<file path="config.mk">
export PLATFORM = sky130hd
export DESIGN_NAME = fpst_controller
export DESIGN_NICKNAME = d
export VERILOG_FILES = /design/src/rtl/core/fpst_pkg.sv /design/src/rtl/core/fpst_controller.sv
export VERILOG_INCLUDE_DIRS = /design/src /design/src/rtl/core
export SDC_FILE = /design/constraint.sdc
export NUM_CORES = 1
export LEC_CHECK = 0
export BUFFER_PORTS_ARGS = -buffer_cell sky130_fd_sc_hd__buf_2
export CAP_MARGIN = 10
export CORE_AREA = 4 4 41 43
export DETAILED_ROUTE_END_ITERATION = 10
export DIE_AREA = 0 0 45 47
export PLACE_DENSITY_LB_ADDON = 0.12
export RECOVER_POWER = 50
export SLEW_MARGIN = 20
export SYNTH_ARGS = -nofsm -noshare
export SYNTH_HDL_FRONTEND = slang
export SYNTH_SLANG_ARGS = --single-unit
export TNS_END_PERCENT = 50
</file>
<file path="constraint.sdc">
create_clock -name clk -period 3.7 [get_ports clk]
set_input_delay 0.185 -clock clk [delete_from_list [all_inputs] [get_ports clk]]
set_output_delay 0.185 -clock clk [all_outputs]
set_load 0.1 [all_outputs]
</file>
<file path="src/rtl/core/fenwick_prefix_sum_table_unit_assert.svh">
// Assertion macros for the prefix sum table controller.
`ifndef FENWICK_PREFIX_SUM_TABLE_UNIT_ASSERT_SVH
`define FENWICK_PREFIX_SUM_TABLE_UNIT_ASSERT_SVH

`ifndef SYNTHESIS

// Same-cycle implication, sampled on clk and disabled while rst_n is low.
`define FPST_ASSERT_IMPLY(label, ante, cons) \
    label: assert property (@(posedge clk) disable iff (!rst_n) (ante) |-> (cons)) \
        else $error("fpst: same-cycle check failed");

// Next-cycle implication, sampled on clk and disabled while rst_n is low.
`define FPST_ASSERT_NEXT(label, ante, cons) \
    label: assert property (@(posedge clk) disable iff (!rst_n) (ante) |=> (cons)) \
        else $error("fpst: next-cycle check failed");

`else

`define FPST_ASSERT_IMPLY(label, ante, cons)
`define FPST_ASSERT_NEXT(label, ante, cons)

`endif

`endif

</file>
<file path="src/rtl/core/fpst_pkg.sv">
// Types, constants and command structures for the prefix sum table.
package fpst_pkg;

    // Tree geometry.
    localparam int MAX_ENTRIES = 1024;
    localparam int ADDR_W      = $clog2(MAX_ENTRIES);
    // Node walk index: one-based, and may step up to twice the table size.
    localparam int WALK_W      = ADDR_W + 2;

    // Field widths.
    localparam int DATA_W = 64;
    localparam int IDX_W  = 10;
    localparam int SIZE_W = 11;
    localparam int CMP_W  = (ADDR_W + 1 > SIZE_W) ? ADDR_W + 1 : SIZE_W;

    localparam logic [SIZE_W-1:0] SIZE_RESET = SIZE_W'(1024);

    // Operation codes.
    localparam logic [1:0] MODE_ADD    = 2'd0;
    localparam logic [1:0] MODE_PREFIX = 2'd1;
    localparam logic [1:0] MODE_RANGE  = 2'd2;
    localparam logic [1:0] MODE_NONE   = 2'd3;

    typedef struct packed {
        logic [1:0]               mode;
        logic [IDX_W-1:0]         index;
        logic [IDX_W-1:0]         left_index;
        logic signed [DATA_W-1:0] delta;
    } in_item_t;

    typedef struct packed {
        logic signed [DATA_W-1:0] total;
        logic                     out_of_range;
    } out_item_t;

    // Commands from the controller to the datapath.
    typedef struct packed {
        logic clear_wr;     // write zero at the clearing counter
        logic load_item;    // capture the accepted request
        logic add_rd;       // read the node under the walk index
        logic add_wr;       // write node plus delta, step the walk upward
        logic q_rd;         // read the node for a query, step the walk downward
        logic load_left;    // start the subtracting pass at the left end
        logic result_load;  // move the result into the output register
    } dp_cmd_t;

    // Status from the datapath to the controller.
    typedef struct packed {
        logic clear_last;   // clearing counter at the last entry
        logic in_oor;       // presented request has an index out of range
        logic walk_zero;    // downward walk has finished
        logic walk_above;   // upward walk has left the tree
        logic pend;         // a query read is still in flight
        logic out_busy;     // output register full and stalled
    } dp_status_t;

endpackage

</file>
<file path="src/rtl/core/fpst_controller.sv">
// Controller of the prefix sum table: sequences clearing, add walks and query walks.
`include "fenwick_prefix_sum_table_unit_assert.svh"

module fpst_controller (
    input  logic                 clk,
    input  logic                 rst_n,
    input  logic                 item_valid,
    input  logic [1:0]           item_mode,
    output logic                 item_stall,
    input  fpst_pkg::dp_status_t status,
    output fpst_pkg::dp_cmd_t    cmd
);
    import fpst_pkg::*;

    localparam logic [2:0] S_CLEAR  = 3'd0;
    localparam logic [2:0] S_IDLE   = 3'd1;
    localparam logic [2:0] S_ADD_RD = 3'd2;
    localparam logic [2:0] S_ADD_WR = 3'd3;
    localparam logic [2:0] S_WALK   = 3'd4;
    localparam logic [2:0] S_RESULT = 3'd5;

    logic [2:0] state_reg, state_next;
    logic       range_reg, range_next;
    logic       accept;

    assign item_stall = (state_reg != S_IDLE);
    assign accept     = item_valid && (state_reg == S_IDLE);

    // Next state and commands.
    always_comb
    begin
        state_next = state_reg;
        range_next = range_reg;
        cmd        = '0;
        unique case (state_reg)
            S_CLEAR:
            begin
                cmd.clear_wr = 1'b1;
                if (status.clear_last)
                begin
                    state_next = S_IDLE;
                end
            end
            S_IDLE:
            begin
                if (accept)
                begin
                    cmd.load_item = 1'b1;
                    range_next    = (item_mode == MODE_RANGE);
                    priority if (item_mode == MODE_NONE)
                    begin
                        state_next = S_IDLE;
                    end
                    else if (status.in_oor)
                    begin
                        state_next = S_RESULT;
                    end
                    else if (item_mode == MODE_ADD)
                    begin
                        state_next = S_ADD_RD;
                    end
                    else
                    begin
                        state_next = S_WALK;
                    end
                end
            end
            S_ADD_RD:
            begin
                if (status.walk_above)
                begin
                    state_next = S_IDLE;
                end
                else
                begin
                    cmd.add_rd = 1'b1;
                    state_next = S_ADD_WR;
                end
            end
            S_ADD_WR:
            begin
                cmd.add_wr = 1'b1;
                state_next = S_ADD_RD;
            end
            S_WALK:
            begin
                // One node read a cycle until the index reaches zero, then drain.
                if (!status.walk_zero)
                begin
                    cmd.q_rd = 1'b1;
                end
                else if (!status.pend)
                begin
                    if (range_reg)
                    begin
                        cmd.load_left = 1'b1;
                        range_next    = 1'b0;
                    end
                    else
                    begin
                        state_next = S_RESULT;
                    end
                end
            end
            S_RESULT:
            begin
                if (!status.out_busy)
                begin
                    cmd.result_load = 1'b1;
                    state_next      = S_IDLE;
                end
            end
            default:
            begin
                state_next = S_IDLE;
            end
        endcase
    end

    // State registers.
    always_ff @(posedge clk or negedge rst_n)
    begin
        if (!rst_n)
        begin
            state_reg <= S_CLEAR;
            range_reg <= 1'b0;
        end
        else
        begin
            state_reg <= state_next;
            range_reg <= range_next;
        end
    end

    // Every node read of an add is followed by its write-back.
    `FPST_ASSERT_NEXT(a_add_write_follows_read, cmd.add_rd, cmd.add_wr)
    // A result is only loaded when the output register has room.
    `FPST_ASSERT_IMPLY(a_result_has_room, cmd.result_load, !status.out_busy)
    // No request is taken during the clearing pass.
    `FPST_ASSERT_IMPLY(a_no_request_while_clearing, state_reg == S_CLEAR, item_stall)
    // The clearing pass owns the memory port alone.
    `FPST_ASSERT_IMPLY(a_clear_exclusive, cmd.clear_wr,
        !cmd.add_wr && !cmd.add_rd && !cmd.q_rd)

endmodule

</file>
======== After elaboration in Yosys (flattened, before gate mapping) ========
Cells that the tools add are included.
word-level totals
  register bits ........................... 4
  input bits .............................. 11
  word-level logic and storage cells ...... 50
cells by class
  eq/ne operators ......................... 14
  mux-type cells .......................... 28
  reductions and logical operators ........ 6
operator list
  operator                                        count
  two-way mux 3 bit                               9
  case mux 3 bit (6 select lines)                 1
  two-way mux 1 bit                               15
  != test 2 bit (second input constant)           6
  == test 3 x 2 -> 1 bit (second input constant)  2
  == test 3 bit (second input constant)           2
  AND reduction 6 bit                             1
  == test 2 bit (second input constant)           2
  two-way mux 2 bit                               2
  AND reduction 4 bit                             1
  == test 3 x 1 -> 1 bit (second input constant)  1
  logical NOT 3 bit                               1
  != test 3 x 1 -> 1 bit (second input constant)  1
  logical NOT 2 bit                               1
  case mux 1 bit (2 select lines)                 1
  nonzero test 2 bit                              1
  logical AND 1 bit                               1

======== Depth between registers and ports, before layout ========
Gate-level depths: netlist (run 1).
  word-level depth ........................ 6
  mapped depth ............................ 5
  mapped depth without buffers ............ 4

======== Worst setup path before layout (run 1) ========
No wires, ideal clock.
  kind .................................... register to output
  start point ............................. reg state_reg[0]
  end point ............................... out cmd[2] in the netlist's numbering
  data arrival time ....................... 3671 ps
  data required time ...................... 3515 ps
  path slack .............................. -156 ps
  stages on the path, launching flop included .. 3
  path through ............................ dfrtp_1 buf_2 nor4b_1
RTL lines
  what                    line                    text
  from (decl)             fpst_controller.sv:22   logic [2:0] state_reg, state_next;
  from (signal assigned)  fpst_controller.sv:130  state_reg <= state_next;
  to (decl)               fpst_controller.sv:11   output fpst_pkg::dp_cmd_t cmd

==> results_dict.tcl, run 1 <==
set metrics [dict create \
    post-cts-setup-buffers 0 \
    clkSlewWorstSetupHoldPaths_ps 40 \
    dp_hpwl_um 673 \
    drc_errors 0 \
    vias 365 \
    netlist_top_cells_area "dfrtp_1 (28%), nand3b_1 (6.3%), nand2_1 (5.2%)" \
    placed_area_um2 450 \
    synth-seq-area-share_pct 27.9 \
    n_antenna_cell 0 \
    largest_register_ffs 3 \
    portBuffers 18 \
    post-route-period-util_pct 55.0 \
    pin_count 19 \
    ys.flop_type "dfrtp_1" \
    route.detailed.wl_per_inst_um 11.3 \
    ys_types 22 \
    yosys.area.top_type_share_pct 27.9 \
    fin_crit_ps 2040 \
    worstPathArrival_ps 1850 \
    finalHoldWorstSlack_ps 272 \
    grt_use_total_pct 9.59 \
    synth_edf_count 0 \
    rsz0062_at_grt "false" \
    h-tree-depth 1 \
    crit_required_ps 3510 \
    grt_overflow 0 \
    vias_per_cell 4.62 \
    drv_slew 0 \
    crit_path_start_kind "register" \
    rows 13 \
    hold_viol_final 0 \
    syn_avg_cell_area_um2 7.98 \
    status "complete, no violations" \
    layout-drive-gt1-share_pct 34.4 \
    max_freq_mhz 491 \
    hp-start "item_mode[1]" \
    clock_skew_ps 5.49 \
    numCtsBuffers 3 \
    crit_fanout 10 \
    synth_nets 56 \
    cts_buffer_depth 2 \
    synth_top_cell_by_area "dfrtp_1" \
    hold_class "in -> reg" \
    die_h_um 47 \
    startpoint "state_reg[0]" \
    totalWireLength_um 892 \
    die_w_um 45 \
    grt_pass1_wl_um 1470 \
    r2r_start "state_reg[2]" \
    dp.cells 75 \
    relSlewSlack_pct 22.9 \
    cts_tree "yes" \
    netlist_area_um2 359 \
    initial_core_util_pct 27.6 \
    async_reset_ff_share_pct 100 \
    yosysWarnings 0 \
    antenna_found_initial 0 \
    ys_ff_latch 4 \
    syn_inst 45 \
    worst_slack_ps 1660 \
    drv_cap 0 \
    core_um2 1300 \
    post_cts_resized 0 \
    ant_nets 0 \
    synthToLayoutAreaGrowth_pct 32.1 \
    finalInstanceArea_um2 474 \
    finalSetupViolCount 0 \
    fin_cells 79 \
    drtPass1Iterations 2 \
    clock-sinks 4 \
    pre_cts_ws_ps 2110 \
    grt_max_degree 14 \
    root_buffer "clkbuf_4" \
    synth_common_cells "nand2_1 (5), nor2_1 (5), dfrtp_1 (4)" \
    grt_pass1_vias 376 \
    fin_nets 77 \
    worstSkewPairLatency_ps 230 \
    die_area_um2 2120 \
    path_class "reg -> out" \
    endpoint_kind "primary output" \
    gp_congestion 0.721 \
    worst_pin_slew_ps 1160 \
    drt_iter0_drc 6 \
]
[cells by family after synthesis]
family                 synth area share [%]
AOI/OAI and AO/OA                      13.6
DFF                                    27.9
and+or+nand+nor                        47.4
buffers and inverters                  6.97
muxes                                  4.18
[layer usage]
layer  vias up  GRT usage, %  routed length [µm]
li1        193             -                   -
met1       157          12.4                 411
met2        15          14.4                 395
met3         0          1.53                  84
met4         0          7.02                   0
met5         -             0                   0
[final timing paths]
path | to | cells after the start | slack [ps]
worst max-delay path | cmd[6] | 2 | 1660
worst min-delay path | range_reg | 3 | 270
worst max register to register | state_reg[2] | 4 | 2100
worst min register to register | range_reg | 2 | 540
max in group asynchronous | state_reg[2] | 2 | 3210
min in group asynchronous | range_reg | 2 | 310
[worst max-delay path, cell delays in order (launching register included)]
cell and delay [ps]:
dfrtp_1 500, nor3_1 240, clkbuf_1 890
[area by class of cell]
type / instances / area [µm²]
flip-flops and latches: 4 / 100
inverters: 2 / 7.51
clock buffers: 3 / 22.5
repair buffers: 19 / 97.6
multi-input cells: 36 / 228
well taps: 15 / 18.8
fillers: 157 / 827
[stage by stage]
stage / setup TNS [ps] / util (%)
after global routing: 0 / 36.4
after detailed placement: 0 / 34.6
after CTS: 0 / 37.1
after floorplan: -312 / -
final: 0 / 36.4
after global placement: 0 / 34.6
[cell usage in the layout, fill, tap and decap left out, drive strengths merged]
master	n
buf	16
dlygate4sd3	1
and3b	1
nor4b	2
nand2b	4
a2bb2oi	1
nor3b	1
clkbuf	5
nor3	2
nand3b	3
a21oi	3
nor2	5
o221ai	1
nand4b	1
and2	1
inv	2
dfrtp	4
nand2	6
nor2b	2
o21ai	2
mux2	1
[repair_timing]
item / CTS / global route
endpoints found under the setup margin: 0 / 0
hold buffers: 1 / 0
hold endpoints to repair: 4 / 0
Power of run 1 is left out: the tool's default activity adds up to more than one toggle a clock period on the data nets, which glitch-free logic cannot reach.
==> run 2: changes to the inputs <==
ABC_AREA = 1   (was not set)
clock period = 1.8 ns   (was 3.7 ns; I/O delays follow)
==> run 2 against run 1 <==
Wire length rose by 7.1%. Largest cell class unchanged. Non-clock buffer count did not move. First-iteration DRC count fell by 17%. Design area rose by 15%. Hold slack got worse by 74 ps. Sequential share of layout area fell by 2.8 points. Sequential cell count did not move. Cell count rose by 25%. Clock skew fell by 5.1 ps. Area after synthesis rose by 7.7%.
==> results_dict.tcl, run 2 <==
set metrics [dict create \
    worstPathArrival_ps 1560 \
    drv_cap 0 \
    relSlewSlack_pct 67.8 \
    h-tree-depth 1 \
    grt_pass1_wl_um 1550 \
    synth.most_common_cell "nand2_1" \
    syn_inst 62 \
    worstHoldPathCells 4 \
    worst_pin_slew_ps 486 \
    reg2reg_to "state_reg[2]" \
    crit_path_max_incr_delay_ps 460 \
    ys.flop_type "dfrtp_1" \
    die_w_um 45 \
    layout-drive-gt1-share_pct 46.4 \
    synth_top_cell_by_area "dfrtp_1" \
    synth_common_cells "nand2_1 (13), nand3_1 (8), inv_1 (7)" \
    p_clk_share_pct 9.9 \
    syn_avg_cell_area_um2 6.24 \
    power_density_nw_per_um2 1960 \
    yosys.area.top_type_share_pct 25.9 \
    cts_tree "yes" \
    setup_tns_ps 0 \
    rrSetupSlack_ps 530 \
    final_common_cell "buf_2" \
    ys_types 18 \
    grt_overflow 0 \
    clkSlewWorstSetupHoldPaths_ps 30 \
    gp_congestion 0.751 \
    endpoint_kind "primary output" \
    die_area_um2 2120 \
    crit_path_start_kind "register" \
    hold_viol_final 0 \
    rows 13 \
    path_delay_family "buffers and inverters" \
    async_reset_ff_share_pct 100 \
    drtPass1Iterations 4 \
    seq_power_share_pct 16.4 \
    portBuffers 18 \
    finalInstanceArea_um2 547 \
    vias 449 \
    largest_register_ffs 3 \
    crit_required_ps 1710 \
    yosysWarnings 0 \
    fin_util_pct 42.0 \
    synth-seq-area-share_pct 25.9 \
    finalSetupViolCount 0 \
    layout_common_cells "buf_2 (16), nand2_1 (13), nand3_1 (8), inv_1 (7)" \
    clock_skew_ps 0.381 \
    path_buf_inv 2 \
    hp-start "item_mode[0]" \
    clock-sinks 4 \
    path_cells "inv_2 -> nand2_1 -> nor3_2 -> buf_2" \
    totalWireLength_um 955 \
    cpMaxStageDelayCell "buf_2" \
    fin_nets 97 \
    pin_count 19 \
    root_buffer "clkbuf_4" \
    fill_cells 149 \
    n_antenna_cell 0 \
    route.detailed.wl_per_inst_um 9.65 \
    synth_edf_count 0 \
    crit_fanout 7 \
    ir_worst_vdd_mv 0.626 \
    swShare_pct 65.7 \
    comb_power_share_pct 73.7 \
    drc_errors 0 \
    fin_crit_ps 1650 \
    power.internal_mw 0.367 \
    status "complete, no violations" \
    grt_pass1_vias 412 \
    drv_slew 0 \
    grt_max_degree 8 \
    path_class "reg -> out" \
    numCtsBuffers 3 \
    p_switching_mw 0.703 \
    drt_iter0_drc 5 \
    hold-path-endpoint "range_reg" \
    r2r_start "state_reg[1]" \
    post-route-period-util_pct 91.7 \
    ant_nets 0 \
    max_freq_mhz 606 \
    dp_hpwl_um 842 \
    core_um2 1300 \
    synthToLayoutAreaGrowth_pct 41.4 \
    grt_use_total_pct 10.3 \
    hold_class "in -> reg" \
    ys_ff_latch 4 \
    netlist_top_cells_area "dfrtp_1 (26%), nand2_1 (13%), nand3_1 (10%)" \
    antenna_found_initial 0 \
    die_h_um 47 \
    worstRegToRegCells 7 \
    rsz0062_at_grt "false" \
    cts_buffer_depth 2 \
    synth_nets 73 \
    vias_per_cell 4.54 \
    initial_core_util_pct 29.7 \
    placed_area_um2 520 \
    netlist_area_um2 387 \
    p_leak_nw 0.311 \
    worstSkewPairLatency_ps 230 \
]
[run 2: kinds of logic after synthesis]
group / Yosys count / synth area share, %
AND/OR/NAND/NOR: 42 / 56.3
buffers and inverters: 12 / 11.7
flip-flops: 4 / 25.9
AO/OA/AOI/OAI: 4 / 6.15
[run 2: layout make-up]
type                    count  area, µm²  share of cell area (%)
clock buffers               3       22.5                    4.12
multi-input cells          46        259                    47.4
repair buffers             19        101                    18.5
flip-flops and latches      4        100                    18.3
inverters                  12       45.0                    8.24
well taps                  15       18.8                    3.43
[run 2: layer usage]
metal	part of all wire (%)	vias up	GRT usage, %	routed length [µm]
li1	-	242	-	-
met1	43	199	12.4	415
met2	51	8	17.2	483
met3	5.9	0	1.15	56
met4	0	0	7.02	0
met5	0	-	0	0
[run 2: power groups by stage]
stage / registers, mW / logic, mW / clock network, mW
final: 0.175 / 0.789 / 0.105
after global routing: 0.182 / 0.857 / 0.114
after CTS: 0.175 / 0.816 / 0.113
after detailed placement: 0.176 / 0.811 / 0
after global placement: 0.176 / 0.814 / 0
after floorplan: 0.166 / 0.699 / 0
[run 2: worst max-delay path by stage]
stage / cells after the start / slack [ps] / startpoint / end
3_5_place_dp: 4 / 330 / state_reg[0] / cmd[1]
3_3_place_gp: 4 / 350 / state_reg[0] / cmd[1]
6_report: 4 / 150 / state_reg[2] / cmd[4]
5_1_grt: 6 / 50 / state_reg[2] / cmd[5]
2_1_floorplan: 1 / -490 / state_reg[1] / cmd[0]
4_1_cts: 4 / 80 / state_reg[0] / cmd[1]
[run 2: worst reg2reg max path, delay by kind of cell (launching register included)]
family        cells  cell delay [ps]
simple gates      7              720
flops             1              450
[run 2: repair_timing]
item                                   CTS  global route
setup endpoints to repair                0             1
endpoints found under the hold margin    4             0
resized for setup                        0             1
buffers inserted                         0             0
hold buffers                             1             0
[run 2: per-stage QoR]
| stage | power (mW) | hold slack, ps | worst slack (ps) | cells |
|---|---|---|---|---|
| 3_3_place_gp | 0.991 | -98.6 | 350 | 95 |
| 6_report | 1.07 | 198 | 149 | 99 |
| 3_5_place_dp | 0.988 | -102 | 331 | 95 |
| 2_1_floorplan | 0.865 | -206 | -486 | 62 |
| 5_1_grt | 1.15 | 212 | 46.6 | 99 |
| 4_1_cts | 1.10 | 182 | 77.5 | 99 |
No activity file was read; power rests on OpenSTA's default activity.
